File: src/hdl/session_token_table_top_assert.svh
// Assertion macros for the session token table.
`ifndef SESSION_TOKEN_TABLE_TOP_ASSERT_SVH
`define SESSION_TOKEN_TABLE_TOP_ASSERT_SVH

// Same-cycle implication, checked out of reset.
`define STT_ASSERT_NOW(label, ante, cons) \
    label: assert property (@(posedge clk) disable iff (!rst_n) (ante) |-> (cons)) \
        else $error("session table check failed");

// Next-cycle implication, checked out of reset.
`define STT_ASSERT_NEXT(label, ante, cons) \
    label: assert property (@(posedge clk) disable iff (!rst_n) (ante) |=> (cons)) \
        else $error("session table sequence check failed");

`endif

File: src/hdl/stt_pkg.sv
package stt_pkg;

    localparam int SESSIONS    = 8;
    localparam int TOKEN_CHARS = 12;
    localparam int TOKEN_W     = 60;
    localparam int KEY_W       = 5 * TOKEN_CHARS;
    localparam int TIME_W      = 32;
    localparam int CNT_W       = 4;
    localparam int IDX_W       = (SESSIONS > 1) ? $clog2(SESSIONS) : 1;

    localparam logic [TIME_W-1:0] TIMEOUT_RESET = 32'd1800000;

    typedef enum logic [1:0] {
        KIND_STORE,
        KIND_VALIDATE,
        KIND_REFRESH,
        KIND_INVALIDATE
    } kind_t;

    typedef enum logic [2:0] {
        ST_IDLE,
        ST_SCAN,
        ST_WRITE,
        ST_COUNT,
        ST_DONE
    } state_t;

    typedef struct packed {
        logic empty;
        logic expired;
        logic live;
        logic match;
    } slot_eval_t;

endpackage

File: src/hdl/stt_slot_eval.sv
module stt_slot_eval (
    input  logic [stt_pkg::KEY_W-1:0]  slot_key,
    input  logic [stt_pkg::TIME_W-1:0] slot_lu,
    input  logic [stt_pkg::KEY_W-1:0]  req_key,
    input  logic [stt_pkg::TIME_W-1:0] now_ms,
    input  logic [stt_pkg::TIME_W-1:0] timeout_ms,
    output stt_pkg::slot_eval_t        ev
);

    logic [stt_pkg::TIME_W-1:0] age;

    // wrapping age
    assign age        = now_ms - slot_lu;
    assign ev.empty   = (slot_key == '0);
    assign ev.expired = (age > timeout_ms);
    assign ev.live    = (slot_key != '0) && (age <= timeout_ms);
    assign ev.match   = (slot_key == req_key);

endmodule

File: src/hdl/session_token_table_top.sv
// Each request runs SCAN, WRITE, COUNT and DONE before a new one is taken;
// the shared slot evaluator walks the table once to search/clean, then the
// WRITE state acts on the picked slot, and it walks the table once more to count.
// req_ready is high only while idle; a finished beat waits in the response register.
// Reset: asynchronous, all slots empty with time 0, timeout_ms = 1800000.
module session_token_table_top (
    input  logic                        clk,
    input  logic                        rst_n,
    input  logic                        cfg_we,
    input  logic [stt_pkg::TIME_W-1:0]  cfg_data,
    input  logic                        req_valid,
    output logic                        req_ready,
    input  logic [1:0]                  kind,
    input  logic [stt_pkg::TOKEN_W-1:0] token_key,
    input  logic [stt_pkg::TIME_W-1:0]  now_ms,
    output logic                        rsp_valid,
    input  logic                        rsp_ready,
    output logic                        ok,
    output logic [stt_pkg::CNT_W-1:0]   active_count
);

    localparam logic [stt_pkg::IDX_W-1:0] LAST_IDX = stt_pkg::IDX_W'(stt_pkg::SESSIONS - 1);

    stt_pkg::state_t state_reg, state_next;

    logic [stt_pkg::KEY_W-1:0]  slot_key_reg [stt_pkg::SESSIONS];
    logic [stt_pkg::TIME_W-1:0] slot_lu_reg  [stt_pkg::SESSIONS];

    logic [stt_pkg::TIME_W-1:0] timeout_reg;
    stt_pkg::kind_t             kind_reg, kind_next;
    logic [stt_pkg::KEY_W-1:0]  key_reg, key_next;
    logic [stt_pkg::TIME_W-1:0] now_reg, now_next;
    logic [stt_pkg::IDX_W-1:0]  idx_reg, idx_next;
    logic [stt_pkg::IDX_W-1:0]  pick_reg, pick_next;
    logic [stt_pkg::TIME_W-1:0] min_reg, min_next;
    logic                       hit_reg, hit_next;
    logic                       ok_reg, ok_next;
    logic [stt_pkg::CNT_W-1:0]  cnt_reg, cnt_next;
    logic                       rsp_valid_reg, rsp_valid_next;
    logic                       ok_out_reg, ok_out_next;
    logic [stt_pkg::CNT_W-1:0]  cnt_out_reg, cnt_out_next;

    logic                       slot_we;
    logic [stt_pkg::IDX_W-1:0]  slot_widx;
    logic [stt_pkg::KEY_W-1:0]  slot_wkey;
    logic [stt_pkg::TIME_W-1:0] slot_wlu;

    logic [stt_pkg::IDX_W-1:0]  sel_idx;
    stt_pkg::slot_eval_t        ev;
    logic                       req_beat;
    logic                       clr;
    logic                       eff_empty;
    logic [stt_pkg::TIME_W-1:0] eff_lu;

    assign req_ready = (state_reg == stt_pkg::ST_IDLE);
    assign req_beat  = req_valid && req_ready;
    assign sel_idx   = (state_reg == stt_pkg::ST_WRITE) ? pick_reg : idx_reg;

    stt_slot_eval u_eval (
        .slot_key   (slot_key_reg[sel_idx]),
        .slot_lu    (slot_lu_reg[sel_idx]),
        .req_key    (key_reg),
        .now_ms     (now_reg),
        .timeout_ms (timeout_reg),
        .ev         (ev)
    );

    assign clr       = !ev.empty && ev.expired;
    assign eff_empty = ev.empty || clr;
    assign eff_lu    = clr ? '0 : slot_lu_reg[sel_idx];

    always_comb
    begin
        state_next = state_reg;
        unique case (state_reg)
            stt_pkg::ST_IDLE:
            begin
                if (req_valid)
                    state_next = stt_pkg::ST_SCAN;
            end
            stt_pkg::ST_SCAN:
            begin
                if (idx_reg == LAST_IDX)
                    state_next = stt_pkg::ST_WRITE;
            end
            stt_pkg::ST_WRITE:
                state_next = stt_pkg::ST_COUNT;
            stt_pkg::ST_COUNT:
            begin
                if (idx_reg == LAST_IDX)
                    state_next = stt_pkg::ST_DONE;
            end
            stt_pkg::ST_DONE:
            begin
                if (!rsp_valid_reg || rsp_ready)
                    state_next = stt_pkg::ST_IDLE;
            end
            default:
                state_next = stt_pkg::ST_IDLE;
        endcase
    end

    always_comb
    begin
        kind_next      = kind_reg;
        key_next       = key_reg;
        now_next       = now_reg;
        idx_next       = idx_reg;
        pick_next      = pick_reg;
        min_next       = min_reg;
        hit_next       = hit_reg;
        ok_next        = ok_reg;
        cnt_next       = cnt_reg;
        ok_out_next    = ok_out_reg;
        cnt_out_next   = cnt_out_reg;
        rsp_valid_next = rsp_valid_reg && !rsp_ready;
        slot_we        = 1'b0;
        slot_widx      = sel_idx;
        slot_wkey      = '0;
        slot_wlu       = '0;

        unique case (state_reg)
            stt_pkg::ST_IDLE:
            begin
                if (req_beat)
                begin
                    kind_next = stt_pkg::kind_t'(kind);
                    key_next  = token_key[stt_pkg::KEY_W-1:0];
                    now_next  = now_ms;
                    idx_next  = '0;
                    pick_next = '0;
                    min_next  = '0;
                    hit_next  = 1'b0;
                    ok_next   = 1'b0;
                    cnt_next  = '0;
                end
            end
            stt_pkg::ST_SCAN:
            begin
                idx_next = idx_reg + 1'b1;
                if (kind_reg == stt_pkg::KIND_STORE)
                begin
                    // drop expired slot, then track first empty or oldest
                    if (clr)
                        slot_we = 1'b1;
                    if (!hit_reg)
                    begin
                        if (eff_empty)
                        begin
                            hit_next  = 1'b1;
                            pick_next = idx_reg;
                        end
                        else if (idx_reg == '0 || eff_lu < min_reg)
                        begin
                            min_next  = eff_lu;
                            pick_next = idx_reg;
                        end
                    end
                end
                else if (!hit_reg && ev.match
                         && !(kind_reg == stt_pkg::KIND_VALIDATE && key_reg == '0))
                begin
                    hit_next  = 1'b1;
                    pick_next = idx_reg;
                end
                if (idx_reg == LAST_IDX)
                    idx_next = '0;
            end
            stt_pkg::ST_WRITE:
            begin
                slot_widx = pick_reg;
                unique case (kind_reg)
                    stt_pkg::KIND_STORE:
                    begin
                        slot_we   = 1'b1;
                        slot_wkey = key_reg;
                        slot_wlu  = now_reg;
                        ok_next   = 1'b1;
                    end
                    stt_pkg::KIND_VALIDATE:
                    begin
                        if (hit_reg)
                        begin
                            if (ev.expired)
                            begin
                                // key cleared, time kept
                                slot_we  = 1'b1;
                                slot_wlu = slot_lu_reg[pick_reg];
                            end
                            else
                                ok_next = 1'b1;
                        end
                    end
                    stt_pkg::KIND_REFRESH:
                    begin
                        if (hit_reg)
                        begin
                            slot_we   = 1'b1;
                            slot_wkey = slot_key_reg[pick_reg];
                            slot_wlu  = now_reg;
                            ok_next   = 1'b1;
                        end
                    end
                    stt_pkg::KIND_INVALIDATE:
                    begin
                        if (hit_reg)
                        begin
                            slot_we = 1'b1;
                            ok_next = 1'b1;
                        end
                    end
                    default:
                    begin
                        slot_we = 1'b0;
                    end
                endcase
            end
            stt_pkg::ST_COUNT:
            begin
                idx_next = idx_reg + 1'b1;
                if (ev.live && cnt_reg != '1)
                    cnt_next = cnt_reg + 1'b1;
                if (idx_reg == LAST_IDX)
                    idx_next = '0;
            end
            stt_pkg::ST_DONE:
            begin
                if (!rsp_valid_reg || rsp_ready)
                begin
                    rsp_valid_next = 1'b1;
                    ok_out_next    = ok_reg;
                    cnt_out_next   = cnt_reg;
                end
            end
            default:
            begin
                idx_next = '0;
            end
        endcase
    end

    always_ff @(posedge clk or negedge rst_n)
    begin
        if (!rst_n)
        begin
            state_reg     <= stt_pkg::ST_IDLE;
            timeout_reg   <= stt_pkg::TIMEOUT_RESET;
            idx_reg       <= '0;
            hit_reg       <= 1'b0;
            ok_reg        <= 1'b0;
            cnt_reg       <= '0;
            rsp_valid_reg <= 1'b0;
            for (int i = 0; i < stt_pkg::SESSIONS; i++)
            begin
                slot_key_reg[i] <= '0;
                slot_lu_reg[i]  <= '0;
            end
        end
        else
        begin
            state_reg     <= state_next;
            idx_reg       <= idx_next;
            hit_reg       <= hit_next;
            ok_reg        <= ok_next;
            cnt_reg       <= cnt_next;
            rsp_valid_reg <= rsp_valid_next;
            if (cfg_we)
                timeout_reg <= cfg_data;
            if (slot_we)
            begin
                slot_key_reg[slot_widx] <= slot_wkey;
                slot_lu_reg[slot_widx]  <= slot_wlu;
            end
        end
    end

    always_ff @(posedge clk)
    begin
        kind_reg    <= kind_next;
        key_reg     <= key_next;
        now_reg     <= now_next;
        pick_reg    <= pick_next;
        min_reg     <= min_next;
        ok_out_reg  <= ok_out_next;
        cnt_out_reg <= cnt_out_next;
    end

    assign rsp_valid    = rsp_valid_reg;
    assign ok           = ok_out_reg;
    assign active_count = cnt_out_reg;

`include "session_token_table_top_assert.svh"

    `STT_ASSERT_NEXT(a_accept_starts_scan, req_beat, state_reg == stt_pkg::ST_SCAN && idx_reg == '0)
    `STT_ASSERT_NEXT(a_store_ok, state_reg == stt_pkg::ST_WRITE && kind_reg == stt_pkg::KIND_STORE, ok_reg)
    `STT_ASSERT_NEXT(a_count_to_done, state_reg == stt_pkg::ST_COUNT && idx_reg == LAST_IDX, state_reg == stt_pkg::ST_DONE)
    `STT_ASSERT_NOW(a_count_bound, 1'b1, cnt_reg <= stt_pkg::CNT_W'(stt_pkg::SESSIONS))

endmodule
File: config.mk
export PLATFORM = sky130hd
export DESIGN_NAME = session_token_table_top
export DESIGN_NICKNAME = d
export VERILOG_FILES = /design/src/hdl/stt_pkg.sv /design/src/hdl/stt_slot_eval.sv /design/src/hdl/session_token_table_top.sv
export VERILOG_INCLUDE_DIRS = /design/src /design/src/hdl
export SDC_FILE = /design/constraint.sdc
export NUM_CORES = 2
export LEC_CHECK = 0
export BUFFER_PORTS_ARGS = -buffer_cell sky130_fd_sc_hd__buf_2
export CAP_MARGIN = 30
export CORE_MARGIN = 1
export CORE_UTILIZATION = 44
export DETAILED_ROUTE_END_ITERATION = 8
export GPL_TIMING_DRIVEN = 1
export PLACE_DENSITY = 0.64
export SETUP_SLACK_MARGIN = 0.02
export SYNTH_ARGS = -nofsm -noshare
export SYNTH_HDL_FRONTEND = slang
export SYNTH_SLANG_ARGS = --single-unit
File: constraint.sdc
create_clock -name clk -period 12.9 [get_ports clk]
set_input_delay 1.29 -clock clk [delete_from_list [all_inputs] [get_ports clk]]
set_output_delay 1.29 -clock clk [all_outputs]
set_load 0.01 [all_outputs]
# Yosys cells after proc, flatten, opt, wreduce, memory -nomap -nowiden
# Cells that the tools add are included.
[word_totals]
reg_bits = 915
latch_bits = 0
mem_bits_rw = 0
romBits = 0
output_inout_bits = 7
word_cells = 180
mem_count = 0
[op_classes]
add_sub_neg = 3
multipliers = 0
div = 0
n_lt_le_gt_ge = 7
eq_ne = 26
n_shift = 0
mux = 72
n_bitwise = 4
reduce_logical = 38
[ops]
columns = ["op", "n"]
rows = [
  ["480-bit bitwise mux", 1],
  ["32-bit two-way mux", 15],
  ["60-bit two-way mux", 7],
  ["60-bit binary-select mux with 3-bit select", 2],
  ["256-bit bitwise mux", 1],
  ["32-bit binary-select mux with 3-bit select", 2],
  ["60-bit demux with 3-bit select", 1],
  ["60-bit logical NOT", 2],
  ["60-bit one-hot mux with 2 select lines", 1],
  ["32-bit demux with 3-bit select", 1],
  ["32-bit one-hot mux with 3 select lines", 1],
  ["32-bit one-hot mux with 2 select lines", 1],
  ["60-bit == test", 1],
  ["60-bit nonzero test", 1],
  ["3-bit two-way mux", 13],
  ["32-bit greater-than comparator", 1],
  ["32-bit <= comparator", 1],
  ["32-bit < comparator", 1],
  ["32-bit subtractor", 1],
  ["2-bit inequality test (second input constant)", 9],
  ["1-bit two-way mux", 15],
  ["3-bit inequality test (second input constant)", 5],
  ["3-bit one-hot mux with 5 select lines", 1],
  ["4-bit greater-or-equal comparator (second input constant)", 3],
  ["30 further kinds", 63],
]

# Longest topological paths before layout
[depth]
word_depth = 17
ltp_mapped = 51

# Cells and area by module
# From an unflattened synthesis, not the netlist that was laid out.
[hier_totals]
cells_unflattened = 3971
area_unflattened_um2 = 49528.8
[modules_own_cells]
columns = ["mod", "n_inst", "cells_each", "area_per_inst_um2", "seq_area_each_um2"]
rows = [
  ["session_token_table_top", 1, 3482, 46130.5, 23581.4],
  ["stt_slot_eval", 1, 489, 3398.3, 0.0],
]

# Worst setup path before layout
# No wires, ideal clock.
[synth_path]
kind = "reg2reg"
from = "register state_reg[0]"
to = "register min_reg[0] in the netlist's numbering (enable)"
setup_time_ns = 0.392
t_arrival_ns = 10.062
path_slack_ns = 2.446
path_stages_with_launch = 47
path_buffers = 9
cell_sequence = "dfrtp_1 -> buf_2 -> nor3b_2 -> buf_4 -> mux2i_1 -> buf_2 -> clkbuf_1 -> clkbuf_1 -> nand3_1 -> clkbuf_1 -> o2111ai_1 -> ha_1 -> a21o_1 -> a21oi_1 -> o21ai_0 -> a21oi_1 -> o31a_1 -> o211ai_1 -> [... 11 more ...] -> a31o_2 -> or2_2 -> clkbuf_1 -> and2_1 -> clkbuf_1 -> clkbuf_1 -> nor2_1 -> ha_1 -> a21o_1 -> a21o_1 -> a21o_1 -> a21o_1 -> a21o_1 -> a21oi_1 -> nor2b_1 -> o21ai_0 -> o21a_1 -> and3_1"
[synth_via]
elab_chain_len = 14
elab_cells_between_ends = 28
cone_classes = "add/sub (1); order compare (2); eq/ne (7); mux (8); bitwise (1); reduce/logical (9)"
[synth_rtl]
columns = ["item", "line", "source"]
rows = [
  ["from (decl)", "session_token_table_top.sv:24", "stt_pkg::state_t state_reg, state_next;"],
  ["from (signal assigned)", "session_token_table_top.sv:246", "state_reg <= stt_pkg::ST_IDLE;"],
  ["from (signal assigned)", "session_token_table_top.sv:261", "state_reg <= state_next;"],
  ["3-bit by 2-bit == test with 1-bit output *", "session_token_table_top.sv:57", "assign sel_idx = (state_reg == stt_pkg::ST_WRITE) ? pick_reg : idx_reg;"],
  ["3-bit two-way mux *", "session_token_table_top.sv:57", ""],
  ["3-bit inverter with 4-bit output (not written as such) *", "session_token_table_top.sv:60, session_token_table_top.sv:61, session_token_table_top.sv:70", ""],
  ["32-bit binary-select mux with 3-bit select or 60-bit binary-select mux with 3-bit select (tied branches)", "session_token_table_top.sv:61, session_token_table_top.sv:70, session_token_table_top.sv:60", ""],
  ["32-bit two-way mux (not written as such) or 60-bit two-way mux (tied branches) (2 in a row)", "session_token_table_top.sv:61, session_token_table_top.sv:70, session_token_table_top.sv:60", ""],
  ["32-bit subtractor or 60-bit logical NOT (tied branches)", "stt_slot_eval.sv:13, stt_slot_eval.sv:14", ""],
  ["32-bit greater-than comparator or 1-bit logical NOT (tied branches)", "stt_slot_eval.sv:15, session_token_table_top.sv:68", ""],
  ["1-bit logical AND", "session_token_table_top.sv:68", "assign clr = !ev.empty && ev.expired;"],
  ["32-bit two-way mux *", "session_token_table_top.sv:70", "assign eff_lu = clr ? '0 : slot_lu_reg[sel_idx];"],
  ["net eff_lu, one bit", "session_token_table_top.sv:53", "logic [stt_pkg::TIME_W-1:0] eff_lu;"],
  ["32-bit < comparator *", "session_token_table_top.sv:153", "else if (idx_reg == '0 || eff_lu < min_reg)"],
  ["1-bit logical OR *", "session_token_table_top.sv:153", ""],
  ["2-bit inequality test (no line) *", "--", ""],
  ["6-bit AND reduction (no line) *", "--", ""],
  ["to (signal assigned)", "session_token_table_top.sv:283", "min_reg <= min_next;"],
  ["to (decl)", "session_token_table_top.sv:35", "logic [stt_pkg::TIME_W-1:0] min_reg, min_next;"],
]
# Mark *: on every way through the listed nets, which the timed path passes. The rest lies on a longest branch. The select of a mux whose other input is x is not followed.
# A chain may end at the register's enable or synchronous reset.

# Worst setup path in the final report
[layout_path]
from = "register state_reg[1]"
to = "register min_reg[26] in the netlist's numbering (enable)"
# Same word-level chain as after synthesis.

==> summary.md <==
| Metric | Value |
|---|---|
| Status | completed |
| Power Density | 216 mW/mm² |
| Final hold vios | 0 |
| Clk_skew | 0.0397 ns |
| Clock Path Buffers | 3 |
| RR Startpoint | state_reg[1]$_DFFE_PN0P_ |
| Proportion of layout cells with a drive suffix above 1 | 0.298 |
| Avg Cell Area, Syn | 11.5 µm² |
| Synth warn | 0 |
| CTS Buf Count | 105 |
| Reg2reg end | min_reg[26]$_SDFFCE_PN0P_ |
| Core Footprint | 0.116 mm² |
| Crit-path max cell delay | 0.85 ns |
| Die W | 344 µm |
| Sequential group share of total power | 0.271 |
| Vias in the first global route | 38.1k |
| Hold EP | ok$_DFFE_PP_ |
| Most used cell, CP | a21o_1 |
| Clk slew on worst S/H paths | 0.06 ns |
| Die height | 344 µm |
| Via-to-Cell Ratio | 6.25 |
| NumNets Final | 4738 |
| Synth Instances | 4486 |
| Hold Path Cell Cnt | 0 |
| Port buffer count | 137 |
| Number of synthesized flops with an enable pin | 134 |
| First-pass GRT wire length | 239000 µm |
| Area growth, synth to finish | 11.5% |
| Unrepaired setup endpoints after global routing | no |
| Switch share | 0.421 |
| Clk pwr share | 0.254 |
| Initial antenna violation count | 2 |
| Slowest CP cell | or3b_4 |
| R2R setup slack | 1.31 ns |
| TNS Setup | 0 ns |
| H-tree depth | 3 |
| Sw Pwr | 0.00523 W |
| Ant diodes | 0 |
| Data required, critical path | 13.27 ns |
| Crit Path Max Fanout | 45 |
| Crit path kind | reg2reg |
| Final slew viol count | 0 |
| Die area | 0.118 mm² |
| Vias | 38.2k |
| # rows | 125 |
| Max-Slew Margin vs Limit | 0.265 |
| Synth Flop Type | dfrtp_1 |
| Routed wire length | 158000 µm |
| HP Start | ok_reg$_DFFE_PN0P_ |
| CP endpoint kind | register |
| CTS Sinks | 915 |
| Async SR Flop Fraction | 0.854 |
| Synth Register Bits | 915 |
| Netlist area before placement | 0.0515 mm² |
| Max VDD drop | 274 µV |
| Worst skew pair latency | 0.74 ns |
| Initial DRC count | 3645 |
| Total iterations of the first detailed-routing run | 6 |
| Gates resized, CTS repair | 0 |
| CTS tree | done |
| Routability Congestion | 0.896 |
| DRC | 0 |
| Register area share after synthesis | 0.458 |
| Post-synthesis net count | 4716 |
| I/O Pins | 138 |
| Cts-stage hold buffer count | 0 |
| Cells after DPL | 5925 |
| Yosys cell types | 76 |
| Top post-synthesis cells by area | dfrtp_1, mux2_2, edfxtp_1, mux4_2, mux2i_1 |
| Top-count cell post-synth | mux2_2 |
| Post-synth top area share | 0.374 |
| Antenna Nets Post-Route | 0 |
| Pin count of the biggest net entering global routing | 167 |
| Initial cell density of the core | 0.444 |
| Post-Layout Cell Count | 6118 |
| DR WL/cell | 25.9 µm |
| # setup viols final | 0 |
| Max FFs per register | 480 |
| GR Overflow Total | 0 |
| Most common library cells after synthesis | mux2_2, dfrtp_1, nand2_1 |
| Peak Freq | 0.0863 GHz |
| Fin crit period | 11.59 ns |
| DP Wirelength | 95600 µm |
| Gate power share | 0.475 |
| Synth area leader | dfrtp_1 |
| Fin crit share | 0.899 |
| Max Cap Viol | 0 |
| Total track usage | 0.266 |
| Internal power | 0.00718 W |
| Clk root buf | clkbuf_16 |
| # Post-CTS Setup Buffers | 0 |
| CP Launch Type | register |
| Pin slew with the least headroom to its limit | 1.10 ns |
| Hold Path Class | reg2reg |
| Arr. time, crit path | 11.96 ns |
| LEAKAGE | 25.4 nW |
| Worst r2r path cells | 45 |
## kinds of logic after synthesis
logic type      count (synthesis)  share of synthesized area
mux                          1219                      0.292
simple gates                 1129                      0.103
flops                         915                      0.458
compound gates                645                     0.0766
buf+inv                       394                     0.0317
fa+ha+maj                      99                     0.0242
xor+xnor                       85                     0.0145
## final cells by class
cell class | instances | area (µm²)
repair buffers | 228 | 1490
fillers | 10300 | 58700
clock inverters | 52 | 641
inverters | 81 | 307
flip-flops and latches | 915 | 23600
well taps | 1524 | 1910
multi-input cells | 3177 | 26400
clock buffers | 141 | 3010
## cells in the final DEF (no fill, tap or decap), types with 104 or more instances in the layout
| master | count |
|---|---|
| a21oi_1 | 254 |
| buf_2 | 138 |
| clkbuf_16 | 109 |
| dfrtp_1 | 769 |
| edfxtp_1 | 134 |
| mux2_2 | 771 |
| mux2i_1 | 291 |
| mux4_2 | 149 |
| nand2_1 | 401 |
| nand2b_1 | 104 |
| nor2_1 | 293 |
| o21ai_0 | 112 |
## how the worst max path moves through the flow
stage                                  start                   endpoint  slack [ns]
floorplan           state_reg[0]$_DFFE_PN0P_   min_reg[0]$_SDFFCE_PN0P_        2.45
finish              state_reg[1]$_DFFE_PN0P_  min_reg[26]$_SDFFCE_PN0P_        1.31
detailed placement  state_reg[1]$_DFFE_PN0P_  min_reg[27]$_SDFFCE_PN0P_        1.35
CTS                 state_reg[1]$_DFFE_PN0P_  min_reg[29]$_SDFFCE_PN0P_        1.31
global route        state_reg[1]$_DFFE_PN0P_  min_reg[26]$_SDFFCE_PN0P_        0.63
global placement    state_reg[1]$_DFFE_PN0P_  min_reg[27]$_SDFFCE_PN0P_        1.51
## per-stage QoR
stage / utilization / power [W] / instance area [µm²] / hold slack, ns / worst slack (ns)
after detailed placement: 0.463 / 0.00920 / 53700 / 0.435 / 1.35
after CTS: 0.494 / 0.0124 / 57400 / 0.450 / 1.31
after global routing: 0.494 / 0.0131 / 57400 / 0.466 / 0.634
final: 0.494 / 0.0124 / 57400 / 0.452 / 1.31
after global placement: 0.462 / 0.00910 / 53600 / 0.433 / 1.51
after floorplan: - / 0.00736 / 51500 / 0.425 / 2.45
## layer usage
metal / up-vias / track usage / part of all wire / wire [µm]
met5: - / 0 / 0.000044 / 7
met4: 2 / 0.113 / 0.042 / 6700
met3: 396 / 0.0554 / 0.080 / 12700
met2: 1762 / 0.421 / 0.46 / 73300
met1: 19600 / 0.355 / 0.41 / 65500
li1: 16500 / - / - / -
## power groups by stage
stage	sequential [W]	combinational (W)	clock, W
detailed placement	0.00341	0.00579	0
CTS	0.00336	0.00582	0.00321
finish	0.00336	0.00589	0.00315
global route	0.00338	0.00638	0.00332
floorplan	0.00329	0.00407	0
global placement	0.00340	0.00569	0
## worst max-delay path: cells and delay by family (launching register included)
| kind | cells | cell delay (ns) |
|---|---|---|
| AOI/OAI and AO/OA | 20 | 4.07 |
| and+or+nand+nor | 14 | 3.84 |
| buffers and inverters | 6 | 1.35 |
| adders and majority gates | 4 | 1.17 |
| DFF | 1 | 0.50 |
| muxes | 1 | 0.31 |
No activity file was read; power rests on OpenSTA's default activity.
